**src/rtl/clock_sweep_page_buffer_macros.svh**
```systemverilog
// Assertion macros for the clock sweep page buffer.
// Expects clk and arst_n in scope at the point of use.
`ifndef CLOCK_SWEEP_PAGE_BUFFER_MACROS_SVH
`define CLOCK_SWEEP_PAGE_BUFFER_MACROS_SVH

// same-cycle implication
`define CSPB_ASSERT_IMP(name, ante, cons) \
	name: assert property (@(posedge clk) disable iff (!arst_n) (ante) |-> (cons)) \
		else $error("clock sweep page buffer: check failed");

// next-cycle implication
`define CSPB_ASSERT_NXT(name, ante, cons) \
	name: assert property (@(posedge clk) disable iff (!arst_n) (ante) |=> (cons)) \
		else $error("clock sweep page buffer: check failed");

`endif

```
**src/rtl/cspb_pkg.sv**
```systemverilog
// Shared types and constants for the clock sweep page buffer.
// No dependencies; used by cspb_ctrl, cspb_datapath and the top level.
package cspb_pkg;

	localparam int CFG_W = 4;
	localparam logic [CFG_W-1:0] CFG_RESET = 4'd8;

	localparam logic ACT_ACCESS = 1'b0;
	localparam logic ACT_INSERT = 1'b1;

	localparam logic [2:0] OUT_HIT     = 3'd0;
	localparam logic [2:0] OUT_MISS    = 3'd1;
	localparam logic [2:0] OUT_UPDATED = 3'd2;
	localparam logic [2:0] OUT_FILLED  = 3'd3;
	localparam logic [2:0] OUT_EVICTED = 3'd4;

	typedef struct packed {
		logic        action;
		logic [31:0] page_key;
		logic [31:0] page_value;
	} in_t;

	typedef struct packed {
		logic [2:0]  outcome;
		logic [2:0]  frame_index;
		logic [31:0] read_value;
		logic [31:0] evicted_key;
	} out_t;

	// controller -> datapath
	typedef struct packed {
		logic load;
		logic scan;
		logic fin_hit;
		logic fin_miss;
		logic fin_fill;
		logic sweep;
		logic evict;
	} cmd_t;

	// datapath -> controller
	typedef struct packed {
		logic match;
		logic last;
		logic empty_any;
		logic insert;
		logic ref_set;
	} sts_t;

endpackage

```
**src/rtl/cspb_ctrl.sv**
```systemverilog
// Controller state machine for the clock sweep page buffer.
// Depends on cspb_pkg (cmd_t, sts_t).
module cspb_ctrl (
	input  logic           clk,
	input  logic           arst_n,
	input  logic           start,
	input  cspb_pkg::sts_t sts,
	output cspb_pkg::cmd_t cmd,
	output logic           busy
);
	import cspb_pkg::*;

	localparam logic [1:0] S_IDLE  = 2'd0;
	localparam logic [1:0] S_SCAN  = 2'd1;
	localparam logic [1:0] S_SWEEP = 2'd2;
	localparam logic [1:0] S_EVICT = 2'd3;

	logic [1:0] state_q, state_d;

	always_comb begin
		cmd     = '0;
		state_d = state_q;
		unique case (state_q)
			S_IDLE: begin
				if (start) begin
					cmd.load = 1'b1;
					state_d  = S_SCAN;
				end
			end
			S_SCAN: begin
				cmd.scan = 1'b1;
				if (sts.match) begin
					cmd.fin_hit = 1'b1;
					state_d     = S_IDLE;
				end else if (sts.last) begin
					if (!sts.insert) begin
						cmd.fin_miss = 1'b1;
						state_d      = S_IDLE;
					end else if (sts.empty_any) begin
						cmd.fin_fill = 1'b1;
						state_d      = S_IDLE;
					end else begin
						state_d = S_SWEEP;
					end
				end
			end
			S_SWEEP: begin
				cmd.sweep = 1'b1;
				// victim found: its key read is in flight
				if (!sts.ref_set) begin
					state_d = S_EVICT;
				end
			end
			S_EVICT: begin
				cmd.evict = 1'b1;
				state_d   = S_IDLE;
			end
			default: begin
				state_d = S_IDLE;
			end
		endcase
	end

	always_ff @(posedge clk or negedge arst_n) begin
		if (!arst_n) begin
			state_q <= S_IDLE;
		end else begin
			state_q <= state_d;
		end
	end

	assign busy = (state_q != S_IDLE);

endmodule

```
**src/rtl/cspb_datapath.sv**
```systemverilog
// Datapath for the clock sweep page buffer: key/value memories, valid and
// reference bits, clock hand, scan pipeline and result register. Uses cspb_pkg.
module cspb_datapath #(
	parameter int FRAMES      = 8,
	parameter int KEY_WIDTH   = 32,
	parameter int VALUE_WIDTH = 32
) (
	input  logic                         clk,
	input  logic                         arst_n,
	input  logic                         cfg_we,
	input  logic [cspb_pkg::CFG_W-1:0]   cfg_data,
	input  cspb_pkg::in_t                request,
	input  cspb_pkg::cmd_t               cmd,
	output cspb_pkg::sts_t               sts,
	output logic                         done,
	output cspb_pkg::out_t               result
);
	import cspb_pkg::*;

	localparam int IW = $clog2(FRAMES);
	localparam int NW = $clog2(FRAMES + 1);

	logic [KEY_WIDTH-1:0]   key_mem   [FRAMES];
	logic [VALUE_WIDTH-1:0] value_mem [FRAMES];

	logic [KEY_WIDTH-1:0]   key_rd_s1;
	logic [VALUE_WIDTH-1:0] val_rd_s1;
	logic                   rd_vld_s1;
	logic [IW-1:0]          cmp_idx_s1;

	logic                   action_q;
	logic [KEY_WIDTH-1:0]   key_q;
	logic [VALUE_WIDTH-1:0] val_q;
	logic [NW-1:0]          n_q;
	logic [NW-1:0]          scan_idx_q;
	logic [IW-1:0]          sweep_idx_q;
	logic [IW-1:0]          hand_q;
	logic [FRAMES-1:0]      valid_q;
	logic [FRAMES-1:0]      ref_q;
	logic                   empty_found_q;
	logic [IW-1:0]          empty_idx_q;
	logic [CFG_W-1:0]       cfg_q;
	logic                   done_q;
	out_t                   result_q;

	logic [NW-1:0]          n_cfg;
	logic [IW-1:0]          rd_addr;
	logic [IW-1:0]          wr_addr;
	logic                   wr_key;
	logic                   wr_val;
	logic                   issue;
	logic                   match;
	logic                   cmp_empty;
	logic                   empty_any;
	logic [IW-1:0]          empty_sel;
	logic [IW-1:0]          sweep_next;
	logic                   fin_any;
	out_t                   result_d;

	// active frame count: zero acts as one, above FRAMES clamps
	always_comb begin
		if (cfg_q == '0) begin
			n_cfg = NW'(1);
		end else if (32'(cfg_q) > 32'(FRAMES)) begin
			n_cfg = NW'(FRAMES);
		end else begin
			n_cfg = NW'(cfg_q);
		end
	end

	assign rd_addr   = cmd.scan ? scan_idx_q[IW-1:0] : sweep_idx_q;
	assign issue     = cmd.scan && (scan_idx_q < n_q);
	assign match     = rd_vld_s1 && valid_q[cmp_idx_s1] && (key_rd_s1 == key_q);
	assign cmp_empty = rd_vld_s1 && !valid_q[cmp_idx_s1];
	assign empty_any = empty_found_q || cmp_empty;
	assign empty_sel = empty_found_q ? empty_idx_q : cmp_idx_s1;
	assign sweep_next = ((NW'(sweep_idx_q) + NW'(1)) == n_q) ? '0 : sweep_idx_q + IW'(1);
	assign fin_any   = cmd.fin_hit || cmd.fin_miss || cmd.fin_fill || cmd.evict;

	assign wr_key  = cmd.fin_fill || cmd.evict;
	assign wr_val  = wr_key || (cmd.fin_hit && (action_q == ACT_INSERT));
	assign wr_addr = cmd.fin_fill ? empty_sel : (cmd.evict ? sweep_idx_q : cmp_idx_s1);

	always_comb begin
		sts.match     = match;
		sts.last      = rd_vld_s1 && ((NW'(cmp_idx_s1) + NW'(1)) == n_q);
		sts.empty_any = empty_any;
		sts.insert    = (action_q == ACT_INSERT);
		sts.ref_set   = ref_q[sweep_idx_q];
	end

	// key and value memories, registered read
	always_ff @(posedge clk) begin
		key_rd_s1 <= key_mem[rd_addr];
		val_rd_s1 <= value_mem[rd_addr];
		if (wr_key) begin
			key_mem[wr_addr] <= key_q;
		end
		if (wr_val) begin
			value_mem[wr_addr] <= val_q;
		end
	end

	always_ff @(posedge clk or negedge arst_n) begin
		if (!arst_n) begin
			cfg_q         <= CFG_RESET;
			valid_q       <= '0;
			ref_q         <= '0;
			hand_q        <= '0;
			done_q        <= 1'b0;
			rd_vld_s1     <= 1'b0;
			n_q           <= NW'(FRAMES);
			scan_idx_q    <= '0;
			sweep_idx_q   <= '0;
			empty_found_q <= 1'b0;
		end else begin
			if (cfg_we) begin
				cfg_q <= cfg_data;
			end
			done_q    <= fin_any;
			rd_vld_s1 <= issue;

			if (cmd.load) begin
				n_q           <= n_cfg;
				scan_idx_q    <= '0;
				empty_found_q <= 1'b0;
				// hand outside the active range restarts at frame 0
				sweep_idx_q   <= (NW'(hand_q) >= n_cfg) ? '0 : hand_q;
			end else begin
				if (issue) begin
					scan_idx_q <= scan_idx_q + NW'(1);
				end
				if (cmd.scan && cmp_empty && !empty_found_q) begin
					empty_found_q <= 1'b1;
				end
			end

			if (cmd.fin_hit) begin
				ref_q[cmp_idx_s1] <= 1'b1;
			end
			if (cmd.fin_fill) begin
				valid_q[empty_sel] <= 1'b1;
				ref_q[empty_sel]   <= 1'b1;
			end
			// second chance: clear and move on
			if (cmd.sweep && ref_q[sweep_idx_q]) begin
				ref_q[sweep_idx_q] <= 1'b0;
				sweep_idx_q        <= sweep_next;
			end
			if (cmd.evict) begin
				valid_q[sweep_idx_q] <= 1'b1;
				ref_q[sweep_idx_q]   <= 1'b1;
				hand_q               <= sweep_next;
			end
		end
	end

	always_comb begin
		result_d = '0;
		if (cmd.fin_hit) begin
			result_d.frame_index = 3'(cmp_idx_s1);
			if (action_q == ACT_INSERT) begin
				result_d.outcome = OUT_UPDATED;
			end else begin
				result_d.outcome    = OUT_HIT;
				result_d.read_value = 32'(val_rd_s1);
			end
		end else if (cmd.fin_miss) begin
			result_d.outcome = OUT_MISS;
		end else if (cmd.fin_fill) begin
			result_d.outcome     = OUT_FILLED;
			result_d.frame_index = 3'(empty_sel);
		end else if (cmd.evict) begin
			result_d.outcome     = OUT_EVICTED;
			result_d.frame_index = 3'(sweep_idx_q);
			result_d.evicted_key = 32'(key_rd_s1);
		end
	end

	always_ff @(posedge clk) begin
		cmp_idx_s1 <= scan_idx_q[IW-1:0];
		if (cmd.load) begin
			action_q <= request.action;
			key_q    <= KEY_WIDTH'(request.page_key);
			val_q    <= VALUE_WIDTH'(request.page_value);
		end
		if (cmd.scan && cmp_empty && !empty_found_q) begin
			empty_idx_q <= cmp_idx_s1;
		end
		if (fin_any) begin
			result_q <= result_d;
		end
	end

	assign done   = done_q;
	assign result = result_q;

endmodule

```
**src/rtl/clock_sweep_page_buffer.sv**
```systemverilog
// Clock sweep page buffer top level: controller plus datapath.
// Depends on cspb_pkg, cspb_ctrl, cspb_datapath and the assertion macro header.
//
//   channel  | handshake           | payload
//   ---------+---------------------+--------------------------------------
//   request  | start, busy         | request (in_t)
//   result   | done (1-cycle)      | result (out_t)
//   config   | cfg_we              | cfg_data (frames_in_use)
//
// A hit ends the scan at the matching frame; a miss, or an insert that fills an
// empty frame, ends once the last active frame is compared; an eviction follows
// the full scan with a hand sweep. The key memory is scanned one frame per cycle
// through its one read port, and the hand visits one reference bit per cycle.
// Reset clears valid bits, reference bits and the hand at once; no clearing pass.
// busy is high from acceptance until the cycle the result strobe shows.
`include "clock_sweep_page_buffer_macros.svh"

module clock_sweep_page_buffer #(
	parameter int FRAMES      = 8,
	parameter int KEY_WIDTH   = 32,
	parameter int VALUE_WIDTH = 32
) (
	input  logic                       clk,
	input  logic                       arst_n,
	input  logic                       cfg_we,
	input  logic [cspb_pkg::CFG_W-1:0] cfg_data,
	input  logic                       start,
	input  cspb_pkg::in_t              request,
	output logic                       busy,
	output logic                       done,
	output cspb_pkg::out_t             result
);
	import cspb_pkg::*;

	cmd_t cmd;
	sts_t sts;

	cspb_ctrl u_ctrl (
		.clk    (clk),
		.arst_n (arst_n),
		.start  (start),
		.sts    (sts),
		.cmd    (cmd),
		.busy   (busy)
	);

	cspb_datapath #(
		.FRAMES      (FRAMES),
		.KEY_WIDTH   (KEY_WIDTH),
		.VALUE_WIDTH (VALUE_WIDTH)
	) u_dp (
		.clk      (clk),
		.arst_n   (arst_n),
		.cfg_we   (cfg_we),
		.cfg_data (cfg_data),
		.request  (request),
		.cmd      (cmd),
		.sts      (sts),
		.done     (done),
		.result   (result)
	);

	`CSPB_ASSERT_NXT(a_accept_busy, start && !busy, busy)
	`CSPB_ASSERT_IMP(a_done_idle, done, !busy)
	`CSPB_ASSERT_IMP(a_evkey_zero, done && (result.outcome != OUT_EVICTED), result.evicted_key == '0)
	`CSPB_ASSERT_IMP(a_miss_zero, done && (result.outcome == OUT_MISS), (result.frame_index == '0) && (result.read_value == '0))

endmodule

```
**config.mk**
```make
export PLATFORM = sky130hd
export DESIGN_NAME = clock_sweep_page_buffer
export DESIGN_NICKNAME = d
export VERILOG_FILES = /design/src/rtl/cspb_pkg.sv /design/src/rtl/cspb_ctrl.sv /design/src/rtl/cspb_datapath.sv /design/src/rtl/clock_sweep_page_buffer.sv
export VERILOG_INCLUDE_DIRS = /design/src /design/src/rtl
export SDC_FILE = /design/constraint.sdc
export NUM_CORES = 1
export LEC_CHECK = 0
export BUFFER_PORTS_ARGS = -buffer_cell sky130_fd_sc_hd__buf_2
export CORE_MARGIN = 3
export CORE_UTILIZATION = 45
export CTS_CLUSTER_DIAMETER = 40
export DETAILED_ROUTE_END_ITERATION = 12
export PLACE_DENSITY = 0.74
export SLEW_MARGIN = 20
export SYNTH_ARGS = -nofsm -noshare
export SYNTH_HDL_FRONTEND = slang
export SYNTH_SLANG_ARGS = --single-unit
```
**constraint.sdc**
```tcl
create_clock -name clk -period 14.8 [get_ports clk]
set_clock_uncertainty 0.1 [all_clocks]
set_input_delay 3.7 -clock clk [delete_from_list [all_inputs] [get_ports clk]]
set_output_delay 3.7 -clock clk [all_outputs]
set_load 0.02 [all_outputs]
```
==> flow_metrics.tcl <==
set metrics [dict create \
    status "finished, final reports clean" \
    die_area_um2 65700 \
    drv_slew 0 \
    setup_viol 0 \
    cts.sinks 756 \
    end_kind "output port" \
    drive_above_1_share 0.329 \
    p_leak_nw 10.8 \
    ys_async_sr_fraction 0.0516 \
    maxCapViolCount 0 \
    hold_buffers 0 \
    routed_wl_mm 59.6 \
    grt_start_max_net_pins 70 \
    fin_util 0.536 \
    cts_tree "built" \
    rsz0062_at_grt "false" \
    cp-start-kind "flip-flop" \
    max_freq_mhz 183 \
    critPathArrivalTime_ns 1.65 \
    period_needed_ns 5.45 \
    worst_slew_pin_slew_ns 1.11 \
    antennaDiodeCount 0 \
    vias_per_cell 5.57 \
    yosysTopAreaCell "edfxtp_1" \
    fp.dieW_um 256 \
    drc 0 \
    area_growth_pct 17.6 \
    synth_area_um2 28200 \
    rr_endpoint "u_dp.key_rd_s1[29]" \
    cts_root_buf "clkbuf_16" \
    synth.yosys.seq_area_share 0.775 \
    hold_path.class "flip-flop to flip-flop" \
    reg2regPathDepth 7 \
    min_path_cells 1 \
    cts_buffers 90 \
    drt-initial-drc-count 1522 \
    die_h_um 256 \
    synth-edff-count 650 \
    hold_viol 0 \
    synth_ff_type "edfxtp_1" \
    critPathMaxFanout 14 \
    globalplace.congestion 0.854 \
    synth_top_area_frac 0.693 \
    grt_pass1_wl_mm 90.9 \
    powerDensity_nw_per_um2 137 \
    vias 13920 \
    first_pass_iters 7 \
    fin_crit_sh 0.368 \
    critPathRequiredTime_ns 11.00 \
    ys.warnings.count 0 \
    htree_levels 3 \
    nNetsFinal 1667 \
    fin_tns_setup_ns 0 \
    dp_hpwl_mm 32.4 \
    synth_cells 1381 \
    path_class "flip-flop to output port" \
    grt-ovfl-total 0 \
    antenna_found_initial 1 \
    port_buffers 144 \
    ys_seq_elements 756 \
    first_global_vias 14437 \
    num_rows 91 \
    clockBufferDepth 3 \
    slew_headroom 0.257 \
    timing.rr.start "u_ctrl.state_q[0]" \
    path_clk_slew_ns 0.05 \
    ys_types 60 \
    io_pins 145 \
    grt_use_total 0.183 \
    syn_nets 1463 \
    vdd_drop_max_v 0.0000877 \
    syn_avg_cell_area_um2 20.4 \
    ff2ff_setup_slack_ns 9.82 \
    hold_end "u_dp.valid_q[1]" \
    min_from "u_dp.valid_q[1]" \
    cts_setup_buffers 0 \
    yosys-top-cells-area "edfxtp_1 69%, mux4_2 10%, dfxtp_1 4.8%, dfrtp_1 3.3%, mux2_2 2.8%" \
    initial_core_util 0.456 \
    ctsResizeCount 0 \
    wire_per_inst_um 23.9 \
    ant_nets 0 \
    clock_latency_ns 0.63 \
    core_area_um2 61800 \
]
[kinds of logic (layout without fill, tap and decap cells)]
logic type | after synthesis | after routing | share of synthesized area
multiplexers | 212 | 212 | 0.136
buffers and inverters | 72 | 353 | 0.0108
XOR/XNOR | 42 | 42 | 0.0131
AND/OR/NAND/NOR | 219 | 219 | 0.0428
flip-flops | 756 | 756 | 0.775
AO/OA/AOI/OAI | 71 | 71 | 0.0182
adder cells (fa/ha/maj) | 9 | 9 | 0.00400
[critical path, cell delays in order (launching register included)]
cell and delay, ns:
dfrtp_1 0.54, nor2_1 0.29, inv_1 0.06, buf_2 0.16
[area by class of cell]
| class | count | area (µm²) |
|---|---|---|
| Sequential cell | 756 | 21800 |
| Clock inverter | 57 | 673 |
| Tap cell | 837 | 1050 |
| Timing Repair Buffer | 171 | 935 |
| Fill cell | 4618 | 28700 |
| Multi-Input combinational cell | 553 | 6140 |
| Inverter | 13 | 50.0 |
| Clock buffer | 112 | 2450 |
[per-stage QoR]
| step | setup slack (ns) | power (mW) | hold slack (ns) | cell area (µm²) | instances |
|---|---|---|---|---|---|
| after floorplan | 9.48 | 2.33 | 0.328 | 28200 | 1381 |
| after global placement | 8.92 | 2.35 | 0.351 | 30000 | 2329 |
| after detailed placement | 8.87 | 2.35 | 0.358 | 30000 | 2329 |
| after CTS | 9.30 | 4.58 | 0.370 | 33100 | 2498 |
| after global routing | 9.25 | 4.67 | 0.392 | 33100 | 2499 |
| final | 9.35 | 4.54 | 0.370 | 33100 | 2499 |
[sequential cells by signal, summed over array words and instances (netlist names), 4 cells and up, named ones only]
name / count
u_dp.valid_q: 8
u_dp.value_mem: 256
u_dp.scan_idx_q: 4
u_dp.key_mem: 256
u_dp.result: 70
u_dp.ref_q: 8
u_dp.val_q: 32
u_dp.key_q: 32
u_dp.key_rd_s1: 32
u_dp.val_rd_s1: 32
u_dp.cfg_q: 4
u_dp.n_q: 4
[layer usage]
layer / global-route usage / part of all wire
met1: 0.252 / 0.41
met2: 0.300 / 0.50
met3: 0.0313 / 0.074
met4: 0.0611 / 0.025
met5: 0 / 0
[worst max-delay path by stage]
stage               slack, ns             endpoint  depth (start not counted)              start
floorplan                9.48  u_dp.sweep_idx_q[2]                          4              start
CTS                      9.30                 busy                          3  u_ctrl.state_q[0]
detailed placement       8.87          u_dp.n_q[0]                          5              start
global route             9.25                 busy                          3  u_ctrl.state_q[0]
finish                   9.35                 busy                          3  u_ctrl.state_q[0]
global placement         8.92          u_dp.n_q[0]                          5              start
[power breakdown]
| part | internal [mW] | switching (mW) | total [mW] |
|---|---|---|---|
| sequential | 2.29 | 0.00132 | 2.29 |
| clock | 1.35 | 0.888 | 2.23 |
| combinational | 0.00912 | 0.00936 | 0.0185 |
[cells in the final DEF (no fill, tap or decap), types with 18 or more instances in the layout]
| master | n |
|---|---|
| clkbuf_16 | 93 |
| nand2_1 | 40 |
| mux4_2 | 130 |
| mux2_2 | 71 |
| xnor2_1 | 36 |
| and3_1 | 33 |
| nor2_1 | 26 |
| edfxtp_1 | 650 |
| buf_4 | 25 |
| dfxtp_1 | 67 |
| and2_1 | 33 |
| buf_2 | 144 |
| nand2b_1 | 18 |
| nand4_1 | 18 |
| dfrtp_1 | 37 |
[cell usage after synthesis, types with 5 or more instances]
library cell and n:
a21o_1 5, a21oi_1 9, and2_1 33, and3_1 33
buf_2 15, clkbuf_1 40, dfrtp_1 37, dfxtp_1 67
edfxtp_1 650, ha_1 9, inv_1 11, mux2_2 71
mux2i_1 11, mux4_2 130, nand2_1 40, nand2b_1 18
nand3_1 13, nand4_1 18, nor2_1 27, nor2b_1 5
nor3_1 10, o21ai_0 15, o22ai_1 6, o31a_1 5
o31ai_1 5, or3_1 6, xnor2_1 36, xor2_1 6
No activity file was read; power rests on OpenSTA's default activity.
